<file path="src/rtl/core/nbs_pkg.sv">
`default_nettype none

package nbs_pkg;

	// Link phases, in the order the sequencer walks them; no transition enters PH_RENEW.
	typedef enum logic [3:0] {
		PH_OFFLINE  = 4'd0,
		PH_AUTOCONF = 4'd1,
		PH_DHCP6    = 4'd2,
		PH_DHCP4    = 4'd3,
		PH_ARP      = 4'd4,
		PH_TUNNEL   = 4'd5,
		PH_ONLINE   = 4'd6,
		PH_RENEW    = 4'd7,
		PH_PANIC    = 4'd8
	} phase_t;

	// Actions requested from the packet side.
	typedef enum logic [2:0] {
		ACT_NONE   = 3'd0,
		ACT_RSOL   = 3'd1,
		ACT_D6SOL  = 3'd2,
		ACT_D4DISC = 3'd3,
		ACT_ARPQ   = 3'd4
	} action_t;

	// Event codes carried by an input item.
	typedef enum logic [2:0] {
		OP_TICK     = 3'd0,
		OP_INITIATE = 3'd1,
		OP_SUCCESS  = 3'd2,
		OP_RESTART  = 3'd3,
		OP_SHUTDOWN = 3'd4
	} op_t;

	localparam int unsigned V4_BINDINGS_DEF = 4;

	localparam int unsigned RETRY_W = 3;
	localparam int unsigned DELAY_W = 13;

	localparam logic [RETRY_W-1:0] RETRY_BASE  = 3'd3;
	localparam logic [RETRY_W-1:0] RETRY_SHORT = 3'd2;
	localparam logic [RETRY_W-1:0] RETRY_RESET = 3'd1;

	localparam logic [DELAY_W-1:0] DELAY_LONG_MS = 13'd5000;
	localparam logic [DELAY_W-1:0] DELAY_ARP_MS  = 13'd250;
	localparam logic [DELAY_W-1:0] DELAY_SOL_MS  = 13'd1000;
	localparam logic [DELAY_W-1:0] DELAY_NOW_MS  = 13'd0;

endpackage

`default_nettype wire

</file>
<file path="src/rtl/core/network_bootstrap_sequencer.sv">
`default_nettype none

// Channel   Direction  Handshake            Payload
// in        input      in_valid / in_stall  operation, have_v4_address, have_gateway_mac,
//                                           gateway_binding, have_v6_address
// out       output     out_valid / out_stall action, rearm_timer, stop_timer, delay_ms,
//                                           phase_now, tunnel_enable, tunnel_binding
// cfg       input      cfg_valid / cfg_ready cfg_data (retry_seed)
//
// One item per cycle unless out_stall holds; items pass the input, then the result register.
// The phase update is one pass of logic between the input register and the result register.
// Reset puts the link offline with one retry, the tunnel off and the retry seed at zero.
// A stalled result holds the result register; the input register then holds its item and
// in_stall rises, so no item is lost. The configuration port is always ready.

module network_bootstrap_sequencer #(
	parameter int unsigned V4_BINDINGS = nbs_pkg::V4_BINDINGS_DEF
) (
	input  wire logic                         clk,
	input  wire logic                         arst_n,

	input  wire logic                         cfg_valid,
	output      logic                         cfg_ready,
	input  wire logic [1:0]                   cfg_data,

	input  wire logic                         in_valid,
	output      logic                         in_stall,
	input  wire logic [2:0]                   operation,
	input  wire logic                         have_v4_address,
	input  wire logic                         have_gateway_mac,
	input  wire logic [1:0]                   gateway_binding,
	input  wire logic                         have_v6_address,

	output      logic                         out_valid,
	input  wire logic                         out_stall,
	output      logic [2:0]                   action,
	output      logic                         rearm_timer,
	output      logic                         stop_timer,
	output      logic [nbs_pkg::DELAY_W-1:0]  delay_ms,
	output      logic [3:0]                   phase_now,
	output      logic                         tunnel_enable,
	output      logic [1:0]                   tunnel_binding
);

	// Input register.
	logic                             valid_s1;
	logic [2:0]                       op_s1;
	logic                             v4_s1;
	logic                             gw_mac_s1;
	logic [1:0]                       gw_idx_s1;
	logic                             v6_s1;

	// Result register.
	logic                             valid_s2;
	nbs_pkg::action_t                 action_s2;
	logic                             rearm_s2;
	logic                             stop_s2;
	logic [nbs_pkg::DELAY_W-1:0]      delay_s2;

	// Sequencer state.
	nbs_pkg::phase_t                  phase_q;
	logic [nbs_pkg::RETRY_W-1:0]      retries_q;
	logic                             tunnel_on_q;
	logic [1:0]                       tunnel_index_q;
	logic [1:0]                       retry_seed_q;

	// Next state and result from the item in the input register.
	nbs_pkg::phase_t                  ph_d;
	logic [nbs_pkg::RETRY_W-1:0]      rt_d;
	logic                             ton_d;
	logic [1:0]                       tix_d;
	nbs_pkg::action_t                 act_d;
	logic                             rearm_d;
	logic                             stop_d;
	logic [nbs_pkg::DELAY_W-1:0]      delay_d;

	logic                             gw;
	logic                             s2_free;
	logic                             s1_fire;
	logic                             in_fire;

	// Handshake: the result register frees when empty or taken.
	assign s2_free   = !valid_s2 || !out_stall;
	assign s1_fire   = valid_s1 && s2_free;
	assign in_stall  = valid_s1 && !s2_free;
	assign in_fire   = in_valid && !in_stall;
	assign cfg_ready = 1'b1;

	// A gateway counts only when its binding index is in range.
	assign gw = gw_mac_s1 && (32'(gw_idx_s1) < V4_BINDINGS);

	// Phase update for one item.
	always_comb begin
		logic arp_rule;
		logic tun_rule;
		logic auto_rule;

		ph_d      = phase_q;
		rt_d      = retries_q;
		ton_d     = tunnel_on_q;
		tix_d     = tunnel_index_q;
		act_d     = nbs_pkg::ACT_NONE;
		rearm_d   = 1'b0;
		stop_d    = 1'b0;
		delay_d   = nbs_pkg::DELAY_NOW_MS;
		arp_rule  = 1'b0;
		tun_rule  = 1'b0;
		auto_rule = 1'b0;

		case (op_s1)
			nbs_pkg::OP_TICK: begin
				// Spend a retry, or move on when none are left.
				if (rt_d != '0) begin
					rt_d = rt_d - 3'd1;
				end else begin
					rt_d = nbs_pkg::RETRY_BASE;
					if (ph_d <= nbs_pkg::PH_TUNNEL) begin
						ph_d = nbs_pkg::phase_t'(ph_d + 4'd1);
					end else begin
						ph_d = nbs_pkg::PH_PANIC;
					end
				end

				case (ph_d) inside
					nbs_pkg::PH_DHCP4: begin
						if (!v4_s1) begin
							act_d   = nbs_pkg::ACT_D4DISC;
							rearm_d = 1'b1;
							delay_d = nbs_pkg::DELAY_LONG_MS;
							rt_d    = nbs_pkg::RETRY_SHORT;
						end else begin
							ph_d     = nbs_pkg::PH_ARP;
							rt_d     = nbs_pkg::RETRY_BASE;
							arp_rule = 1'b1;
						end
					end
					nbs_pkg::PH_ARP: begin
						arp_rule = 1'b1;
					end
					nbs_pkg::PH_TUNNEL: begin
						tun_rule = 1'b1;
					end
					nbs_pkg::PH_AUTOCONF: begin
						auto_rule = 1'b1;
					end
					nbs_pkg::PH_DHCP6: begin
						if (!v6_s1) begin
							act_d   = nbs_pkg::ACT_D6SOL;
							rearm_d = 1'b1;
							delay_d = nbs_pkg::DELAY_SOL_MS;
						end
					end
					nbs_pkg::PH_ONLINE, nbs_pkg::PH_RENEW, nbs_pkg::PH_PANIC: begin
						act_d = nbs_pkg::ACT_NONE;
					end
					default: begin
						// Offline and meaningless codes re-arm at once.
						rearm_d = 1'b1;
					end
				endcase

				// ARP: query until a gateway MAC is known.
				if (arp_rule) begin
					if (!gw) begin
						act_d   = nbs_pkg::ACT_ARPQ;
						rearm_d = 1'b1;
						delay_d = nbs_pkg::DELAY_ARP_MS;
					end else begin
						ph_d     = nbs_pkg::PH_TUNNEL;
						rt_d     = nbs_pkg::RETRY_SHORT;
						tun_rule = 1'b1;
					end
				end

				// Tunnel: with no IPv6 address, fall back to DHCPv4 without a gateway, else enable it.
				if (tun_rule) begin
					if (!v6_s1 && !gw) begin
						ph_d    = nbs_pkg::PH_DHCP4;
						rt_d    = nbs_pkg::RETRY_SHORT;
						rearm_d = 1'b1;
						delay_d = nbs_pkg::DELAY_LONG_MS;
					end else begin
						if (!v6_s1) begin
							ton_d = 1'b1;
							tix_d = gw_idx_s1;
						end
						auto_rule = 1'b1;
					end
				end

				// Autoconfiguration: solicit a router until an address exists.
				if (auto_rule && !v6_s1) begin
					act_d   = nbs_pkg::ACT_RSOL;
					rearm_d = 1'b1;
					delay_d = nbs_pkg::DELAY_SOL_MS;
				end
			end
			nbs_pkg::OP_INITIATE: begin
				rt_d    = nbs_pkg::RETRY_BASE + {1'b0, retry_seed_q};
				ph_d    = nbs_pkg::PH_AUTOCONF;
				ton_d   = 1'b0;
				tix_d   = '0;
				rearm_d = 1'b1;
			end
			nbs_pkg::OP_SUCCESS: begin
				ph_d   = nbs_pkg::PH_ONLINE;
				stop_d = 1'b1;
			end
			nbs_pkg::OP_RESTART: begin
				rt_d    = nbs_pkg::RETRY_BASE + {1'b0, retry_seed_q};
				ph_d    = nbs_pkg::PH_AUTOCONF;
				rearm_d = 1'b1;
			end
			nbs_pkg::OP_SHUTDOWN: begin
				rt_d   = nbs_pkg::RETRY_RESET;
				ph_d   = nbs_pkg::PH_OFFLINE;
				ton_d  = 1'b0;
				tix_d  = '0;
				stop_d = 1'b1;
			end
			default: begin
				// Unknown events leave everything as it is.
				act_d = nbs_pkg::ACT_NONE;
			end
		endcase
	end

	// Input register valid.
	always_ff @(posedge clk or negedge arst_n) begin
		if (!arst_n) begin
			valid_s1 <= 1'b0;
		end else if (in_fire) begin
			valid_s1 <= 1'b1;
		end else if (s1_fire) begin
			valid_s1 <= 1'b0;
		end
	end

	// Input register payload.
	always_ff @(posedge clk) begin
		if (in_fire) begin
			op_s1     <= operation;
			v4_s1     <= have_v4_address;
			gw_mac_s1 <= have_gateway_mac;
			gw_idx_s1 <= gateway_binding;
			v6_s1     <= have_v6_address;
		end
	end

	// Sequencer state and the retry seed register.
	always_ff @(posedge clk or negedge arst_n) begin
		if (!arst_n) begin
			phase_q        <= nbs_pkg::PH_OFFLINE;
			retries_q      <= nbs_pkg::RETRY_RESET;
			tunnel_on_q    <= 1'b0;
			tunnel_index_q <= '0;
			retry_seed_q   <= '0;
		end else begin
			if (s1_fire) begin
				phase_q        <= ph_d;
				retries_q      <= rt_d;
				tunnel_on_q    <= ton_d;
				tunnel_index_q <= tix_d;
			end
			if (cfg_valid && cfg_ready) begin
				retry_seed_q <= cfg_data;
			end
		end
	end

	// Result register valid.
	always_ff @(posedge clk or negedge arst_n) begin
		if (!arst_n) begin
			valid_s2 <= 1'b0;
		end else if (s2_free) begin
			valid_s2 <= valid_s1;
		end
	end

	// Result register payload.
	always_ff @(posedge clk) begin
		if (s1_fire) begin
			action_s2 <= act_d;
			rearm_s2  <= rearm_d;
			stop_s2   <= stop_d;
			delay_s2  <= delay_d;
		end
	end

	// The state registers already hold the phase after the item in the result register.
	assign out_valid      = valid_s2;
	assign action         = action_s2;
	assign rearm_timer    = rearm_s2;
	assign stop_timer     = stop_s2;
	assign delay_ms       = delay_s2;
	assign phase_now      = phase_q;
	assign tunnel_enable  = tunnel_on_q;
	assign tunnel_binding = tunnel_index_q;

endmodule

`default_nettype wire

</file>
<file path="config.mk">
export PLATFORM = sky130hd
export DESIGN_NAME = network_bootstrap_sequencer
export DESIGN_NICKNAME = d
export VERILOG_FILES = /design/src/rtl/core/nbs_pkg.sv /design/src/rtl/core/network_bootstrap_sequencer.sv
export SDC_FILE = /design/constraint.sdc
export NUM_CORES = 1
export LEC_CHECK = 0
export BUFFER_PORTS_ARGS = -buffer_cell sky130_fd_sc_hd__clkbuf_2
export CELL_PAD_IN_SITES_DETAIL_PLACEMENT = 0
export CELL_PAD_IN_SITES_GLOBAL_PLACEMENT = 2
export CORE_MARGIN = 2
export CORE_UTILIZATION = 30
export DETAILED_ROUTE_END_ITERATION = 16
export PLACE_DENSITY = 0.76
export SLEW_MARGIN = 20
export SYNTH_ARGS = -nofsm -noshare
export SYNTH_HDL_FRONTEND = slang
export SYNTH_SLANG_ARGS = --single-unit
</file>
<file path="constraint.sdc">
create_clock -name clk -period 2.34 [get_ports clk]
set_input_delay 0.468 -clock clk [delete_from_list [all_inputs] [get_ports clk]]
set_output_delay 0.468 -clock clk [all_outputs]
set_load 0.02 [all_outputs]
</file>
==> flow_metrics.py, run 1 <==
metrics = {
    "clock_network": {
        "cts_buffers": 5,
        "clkLatencyLatePin_ns": 0.29,
        "cts-htree-levels": 2,
        "clk_pin_slew_ns": 0.07,
        "clock-sinks": 32,
        "cts_hold_buf": 0,
        "cts_buffer_depth": 2,
        "cts_tree": "done",
        "root_buffer": "clkbuf_8",
    },
    "timing": {
        "fin_crit_sh_pct": 97.6,
        "rsz0062_at_grt": "true",
        "drv_slew": 0,
        "fin_crit_ns": 2.28,
        "finalHoldViolations": 0,
        "setup_viol": 0,
        "fin_worst_skew_ns": 0.00765,
        "whs_ns": 0.0818,
        "fmax_mhz": 438,
    },
    "routing": {
        "ant_nets": 0,
        "drt_iter0_markers": 69,
        "wl_per_cell_um": 15.3,
        "via_count": 1846,
        "drc": 0,
        "viasPerCell": 5.14,
        "firstDrtPassIters": 4,
        "wl_um": 5500,
    },
    "worst_setup_path": {
        "start_kind": "flop",
        "critical_path_required_ns": 2.38,
        "crit_arrival_ns": 2.32,
        "cp-end-kind": "flop",
        "critPathMaxFanout": 6,
        "critPathKind": "flop to flop",
    },
    "synthesis": {
        "syn_inst": 212,
        "synth-edff-count": 18,
        "synth_top_cell_by_area": "edfxtp_1",
        "syn_avg_cell_area_um2": 9.64,
        "netlist_top_cells_area": "edfxtp_1 (26%), dfrtp_1 (16%), buf_4 (3.7%)",
        "ys.flop_type": "edfxtp_1",
        "ys_seq_area_share_pct": 43.7,
        "yosysTopAreaCellShare_pct": 26.5,
        "yosysWarningCount": 0,
        "syn_area_um2": 2040,
        "synthArstFlopShare_pct": 43.8,
        "synth-seq-cells": 32,
        "synth_cell_type_count": 60,
    },
    "die": {
        "die-area_um2": 7490,
        "dieWidth_um": 86.5,
        "initial_core_util_pct": 30.6,
        "rows": 30,
        "io_pins": 43,
        "core_area_um2": 6680,
        "fp.dieH_um": 86.5,
    },
    "grt": {
        "grt_use_total_pct": 14.5,
        "antenna_found_initial": 0,
        "grt_start_max_net_pins": 15,
        "grt_pass1_wl_um": 8580,
        "overflow": 0,
        "grt_pass1_vias": 1742,
    },
    "power_and_ir_drop": {
        "p_seq_share_pct": 29.3,
        "intPower_uw": 1600,
        "power_density_nw_per_um2": 929,
        "clockPowerShare_pct": 20.6,
        "p_total_uw": 2590,
        "ir_drop_mv": 0.323,
        "leakagePower_uw": 0.00118,
        "switchingPower_uw": 990,
        "power_frac_comb_pct": 50.1,
        "p_sw_share_pct": 38.2,
    },
    "flow_run": {
        "cap_violations": 0,
    },
    "placed_design": {
        "gp_congestion": 0.865,
        "numPortBuffers": 37,
        "dpl.hpwl_um": 4130,
        "postPlaceCellArea_um2": 2470,
    },
    "cells_and_area": {
        "multi_input_area_um2": 1130,
        "n_antenna_cell": 0,
        "fillers": 682,
        "fin_nets": 299,
        "area_growth_syn_to_layout_pct": 36.4,
        "register_area_um2": 895,
        "final_area_um2": 2790,
        "drive_above_1_share_pct": 42.3,
    },
    "worst_hold_path": {
        "worst_hold_path_type": "input pin to async pin",
    },
    "status": {
        "run_status": "complete, no violations",
    },
}
## critical path, cell delays in order, from the launching register on
cell and delay [ns]:
dfrtp_2 0.43, inv_2 0.07, ha_4 0.26, nand3b_1 0.20, o22a_1 0.23, or3_4 0.34
o211ai_1 0.10, buf_4 0.16, a21o_1 0.17, nor2_1 0.07
## metrics by stage
step / setup WS, ns / utilization, % / setup TNS [ns] / cells
floorplan: 0.0161 / - / 0 / 215
global placement: -0.0890 / 37.0 / -0.250 / 344
finish: 0.0557 / 41.7 / 0 / 359
detailed placement: -0.129 / 37.0 / -0.543 / 344
CTS: -0.0138 / 39.2 / -0.0242 / 353
global route: -0.0256 / 41.7 / -0.0599 / 359
## placed cells by master (no fill, tap or decap), drive strengths merged, types with 3 or more instances in the layout
cell type  netlist  final
inv             15     15
nor2            12     12
a211oi           4      4
nor4             3      3
a31oi            5      5
ha               6      6
nand3b           3      3
buf             17     38
or3              3      3
nor2b            3      3
and2             3      3
clkbuf           2     42
nand2           17     17
nand2b           4      4
edfxtp          18     18
o21ai           11     11
nand3            4      4
o22ai            3      3
o31ai            3      3
dfrtp           13     13
a21oi           14     14
nor3             7      7
conb             2      5
## sequential cells by signal, summed over array words and instances, names as in the netlist, 2 cells and up
name,count
retry_seed_q,2
retries_q,3
gw_idx_s1,2
op_s1,3
phase_now,4
delay_ms,5
action,3
tunnel_binding,2
## timing repair
action	CTS	global route
buffers inserted	1	6
endpoints found under the setup margin	14	17
gates resized for setup	5	26
pin swaps	3	8
## synthesized netlist by cell type, drive strengths merged (3+ instances only)
cell	number
inv	15
or3	3
nor3	7
nand3b	3
o31ai	3
buf	17
o21ai	11
nand3	4
ha	6
a31oi	5
dfrtp	13
nand2	17
nor2b	3
o22ai	3
edfxtp	18
and2	3
nor4	3
nand2b	4
nor2	12
a211oi	4
a21oi	14
## layer usage
metal	share of wire, %	routed length [um]	global-route usage, %	vias to the layer above
li1	-	-	-	904
met1	43	2350	18.4	868
met2	50	2750	25.2	63
met3	5.3	291	3.14	11
met4	1.9	107	3.69	0
met5	0	0	0	-
## logic make-up after synthesis
kind of cell	after synthesis	synth area share, %
AOI/OAI and AO/OA	69	24.2
muxes	1	0.490
and+or+nand+nor	65	17.0
xor gates and xnor gates	3	1.65
other	2	0.368
DFF	32	43.7
adders and majority gates	6	3.67
buffers and inverters	34	9.00
## power by group through the flow
stage / registers (uW) / logic (uW) / clock network (uW)
floorplan: 796 / 634 / 0
global placement: 763 / 1110 / 0
detailed placement: 766 / 1090 / 0
CTS: 754 / 1120 / 544
global route: 770 / 1400 / 567
finish: 760 / 1300 / 533
## cell type report
type                    instances  share of cell area, %
clock buffers                   5                   2.47
multi-input cells             149                   40.4
flip-flops and latches         32                   32.1
repair buffers                 75                   17.9
inverters                      15                   2.02
clock inverters                 3                   1.53
well taps                      80                   3.59
## path summary, 6_finish.rpt
| path | slack (ns) | startpoint | to | cells after the start |
|---|---|---|---|---|
| worst max-delay path | 0.06 | phase_now[0] | action[2] | 9 |
| min in group clk | 0.35 | operation[2] | op_s1[2] | 1 |
| max in group asynchronous | 1.95 | arst_n | retries_q[0] | 1 |
| worst min-delay path | 0.08 | arst_n | out_valid | 1 |
| worst max register to register | 0.06 | phase_now[0] | action[2] | 9 |
| worst min register to register | 0.47 | gw_idx_s1[1] | tunnel_binding[1] | 1 |
No activity file was read; power rests on OpenSTA's default activity.
==> inputs of run 2 (changes only) <==
Settings changed: BUFFER_PORTS_ARGS -buffer_cell sky130_fd_sc_hd__clkbuf_2 to -buffer_cell sky130_fd_sc_hd__buf_2, RECOVER_POWER set to 50.
==> run 2 against run 1 <==
Against the previous run: clock-buffer cell count unchanged; cell count increased by 1.1%; die area is the same; maximum frequency is 0.91% higher; global-route usage grew 0.27 points; worst setup slack better by 0.021 ns; sequential power fell by 0.9%; register-to-register slack gained 0.02 ns; cell area decreased by 1.2%; critical path depth stayed put; highest routed layer unchanged.
==> flow_metrics.py, run 2 (same netlist as run 1, synthesis figures left out) <==
metrics = {
    "die": {
        "die-area_um2": 7490,
        "core_area_um2": 6680,
        "rows": 30,
        "dieWidth_um": 86.5,
        "fp.dieH_um": 86.5,
        "initial_core_util_pct": 30.6,
        "io_pins": 43,
    },
    "worst_setup_path": {
        "cp-end-kind": "flop",
        "critPathTopFamily": "simple AND/OR/NAND/NOR gates",
        "slowest_delay_ns": 0.54,
        "critPathKind": "flop to flop",
        "crit_buf_inv": 2,
        "critical_path_required_ns": 2.38,
        "start_kind": "flop",
        "critPathSlowestCell": "dfstp_2",
        "r2r_slack_ns": 0.08,
        "crit_arrival_ns": 2.30,
        "critPathMaxFanout": 8,
        "worstPathCellList": "inv_2, ha_4, nor2b_4, o22a_1, or3_4, o211ai_1, buf_4, a21o_1, nor2_1",
    },
    "placed_design": {
        "dp_slack_ns": -0.117,
        "dpl.hpwl_um": 4130,
        "numPortBuffers": 37,
        "dp_cells": 348,
        "gp_congestion": 0.903,
    },
    "power_and_ir_drop": {
        "power_frac_comb_pct": 49.9,
        "intPower_uw": 1600,
        "ir_drop_mv": 0.327,
        "p_total_uw": 2580,
        "p_sw_share_pct": 38.0,
        "clockPowerShare_pct": 20.8,
        "leakagePower_uw": 0.00117,
        "power_density_nw_per_um2": 936,
        "switchingPower_uw": 979,
        "p_seq_share_pct": 29.2,
    },
    "flow_run": {
        "cap_violations": 0,
    },
    "grt": {
        "grt_pass1_wl_um": 8620,
        "gr-usage-met3_pct": 4.19,
        "grt.busiest_layer": "met2",
        "use_met2_pct": 24.0,
        "antenna_found_initial": 0,
        "use_met1_pct": 18.9,
        "grt_start_max_net_pins": 15,
        "grt_pass1_vias": 1792,
        "overflow": 0,
        "grt_use_total_pct": 14.8,
    },
    "timing": {
        "setup_tns_ns": 0,
        "tightestPinTransition_ns": 0.787,
        "slew_headroom_pct": 47.6,
        "whs_ns": 0.233,
        "rsz0062_at_grt": "true",
        "drv_slew": 0,
        "fin_crit_ns": 2.26,
        "fin_worst_skew_ns": 0.00535,
        "finalHoldViolations": 0,
        "setup_slack_ns": 0.0764,
        "setup_viol": 0,
        "fin_crit_sh_pct": 96.7,
        "fmax_mhz": 442,
    },
    "clock_network": {
        "clock-sinks": 32,
        "clk_pin_slew_ns": 0.07,
        "cts_buffers": 5,
        "root_buffer": "clkbuf_8",
        "cts_tree": "done",
        "cts_hold_buf": 0,
        "cts-htree-levels": 2,
        "cts_buffer_depth": 2,
        "clkLatencyLatePin_ns": 0.29,
    },
    "cells_and_area": {
        "largest_register_ffs": 5,
        "layout_common_cells": "buf_4 (41), buf_2 (31), edfxtp_1 (18), nand2_1 (17)",
        "final_cells": 363,
        "n_antenna_cell": 0,
        "area_growth_syn_to_layout_pct": 34.8,
        "fin_nets": 303,
        "drive_above_1_share_pct": 40.3,
        "fillers": 672,
        "final_common_cell": "buf_4",
    },
    "routing": {
        "wl_per_cell_um": 15.3,
        "drc": 0,
        "viasPerCell": 5.17,
        "wl_um": 5560,
        "firstDrtPassIters": 4,
        "drt_iter0_markers": 116,
        "via_count": 1878,
        "ant_nets": 0,
    },
    "worst_hold_path": {
        "worst_hold_path_type": "input pin to async pin",
    },
    "status": {
        "run_status": "complete, no violations",
    },
}
-- run 2: cell types whose count changed in the layout (fill, tap and decap cells not counted), moves of 2 or more --
cell	previous run	this run
nand2_1	15	17
buf_2	0	31
nand2_2	2	0
clkbuf_2	37	0
buf_4	35	41
clkbuf_1	0	6
-- run 2: cell type report --
| class | instances | area (um^2) | area share (%) |
|---|---|---|---|
| timing repair buffer | 79 | 505 | 18.3 |
| clock buffer | 5 | 68.8 | 2.50 |
| sequential | 32 | 895 | 32.5 |
| inverter | 15 | 56.3 | 2.04 |
| multi-input combinational | 149 | 1090 | 39.5 |
| tap | 80 | 100 | 3.63 |
| clock inverter | 3 | 42.5 | 1.54 |
-- run 2: per-stage QoR --
stage | cell area, um^2 | util, %
floorplan | 2060 | -
global placement | 2490 | 37.3
detailed placement | 2490 | 37.3
CTS | 2640 | 39.5
global route | 2760 | 41.2
finish | 2760 | 41.2
-- run 2: path summary, 6_finish.rpt --
check | from | cells after the start | to
min | arst_n | 1 | valid_s1
min reg2reg | gw_idx_s1[0] | 1 | tunnel_binding[0]
max | retries_q[0] | 9 | action[2]
max in group asynchronous | arst_n | 1 | phase_now[1]
max reg2reg | retries_q[0] | 9 | action[2]
min in group clk | operation[1] | 1 | op_s1[1]
-- run 2: repair_timing --
action	CTS	global route
endpoints found under the hold margin	0	0
endpoints found under the setup margin	14	16
pin swaps	4	9
setup buffers	3	4
gates resized for setup	4	22
-- run 2: power by group through the flow --
stage                     Combinational, uW  Sequential [uW]  Clock (uW)
after global placement                 1120              758           0
after global routing                   1390              767         579
after floorplan                         634              796           0
after CTS                              1150              751         550
after detailed placement               1110              761           0
final                                  1290              753         537
-- run 2: worst reg2reg max path: cells and delay by family, from the launching register on --
family                   cells  cell delay (ns)
AO/OA/AOI/OAI                3             0.52
buffers and inverters        2             0.23
adder cells (fa/ha/maj)      1             0.17
AND/OR/NAND/NOR              3             0.56
flip-flops                   1             0.54
-- run 2: routing by layer --
layer / part of all wire [%] / vias to the layer above
li1: - / 913
met1: 44 / 874
met2: 48 / 73
met3: 4.8 / 18
met4: 2.9 / 0
met5: 0 / -
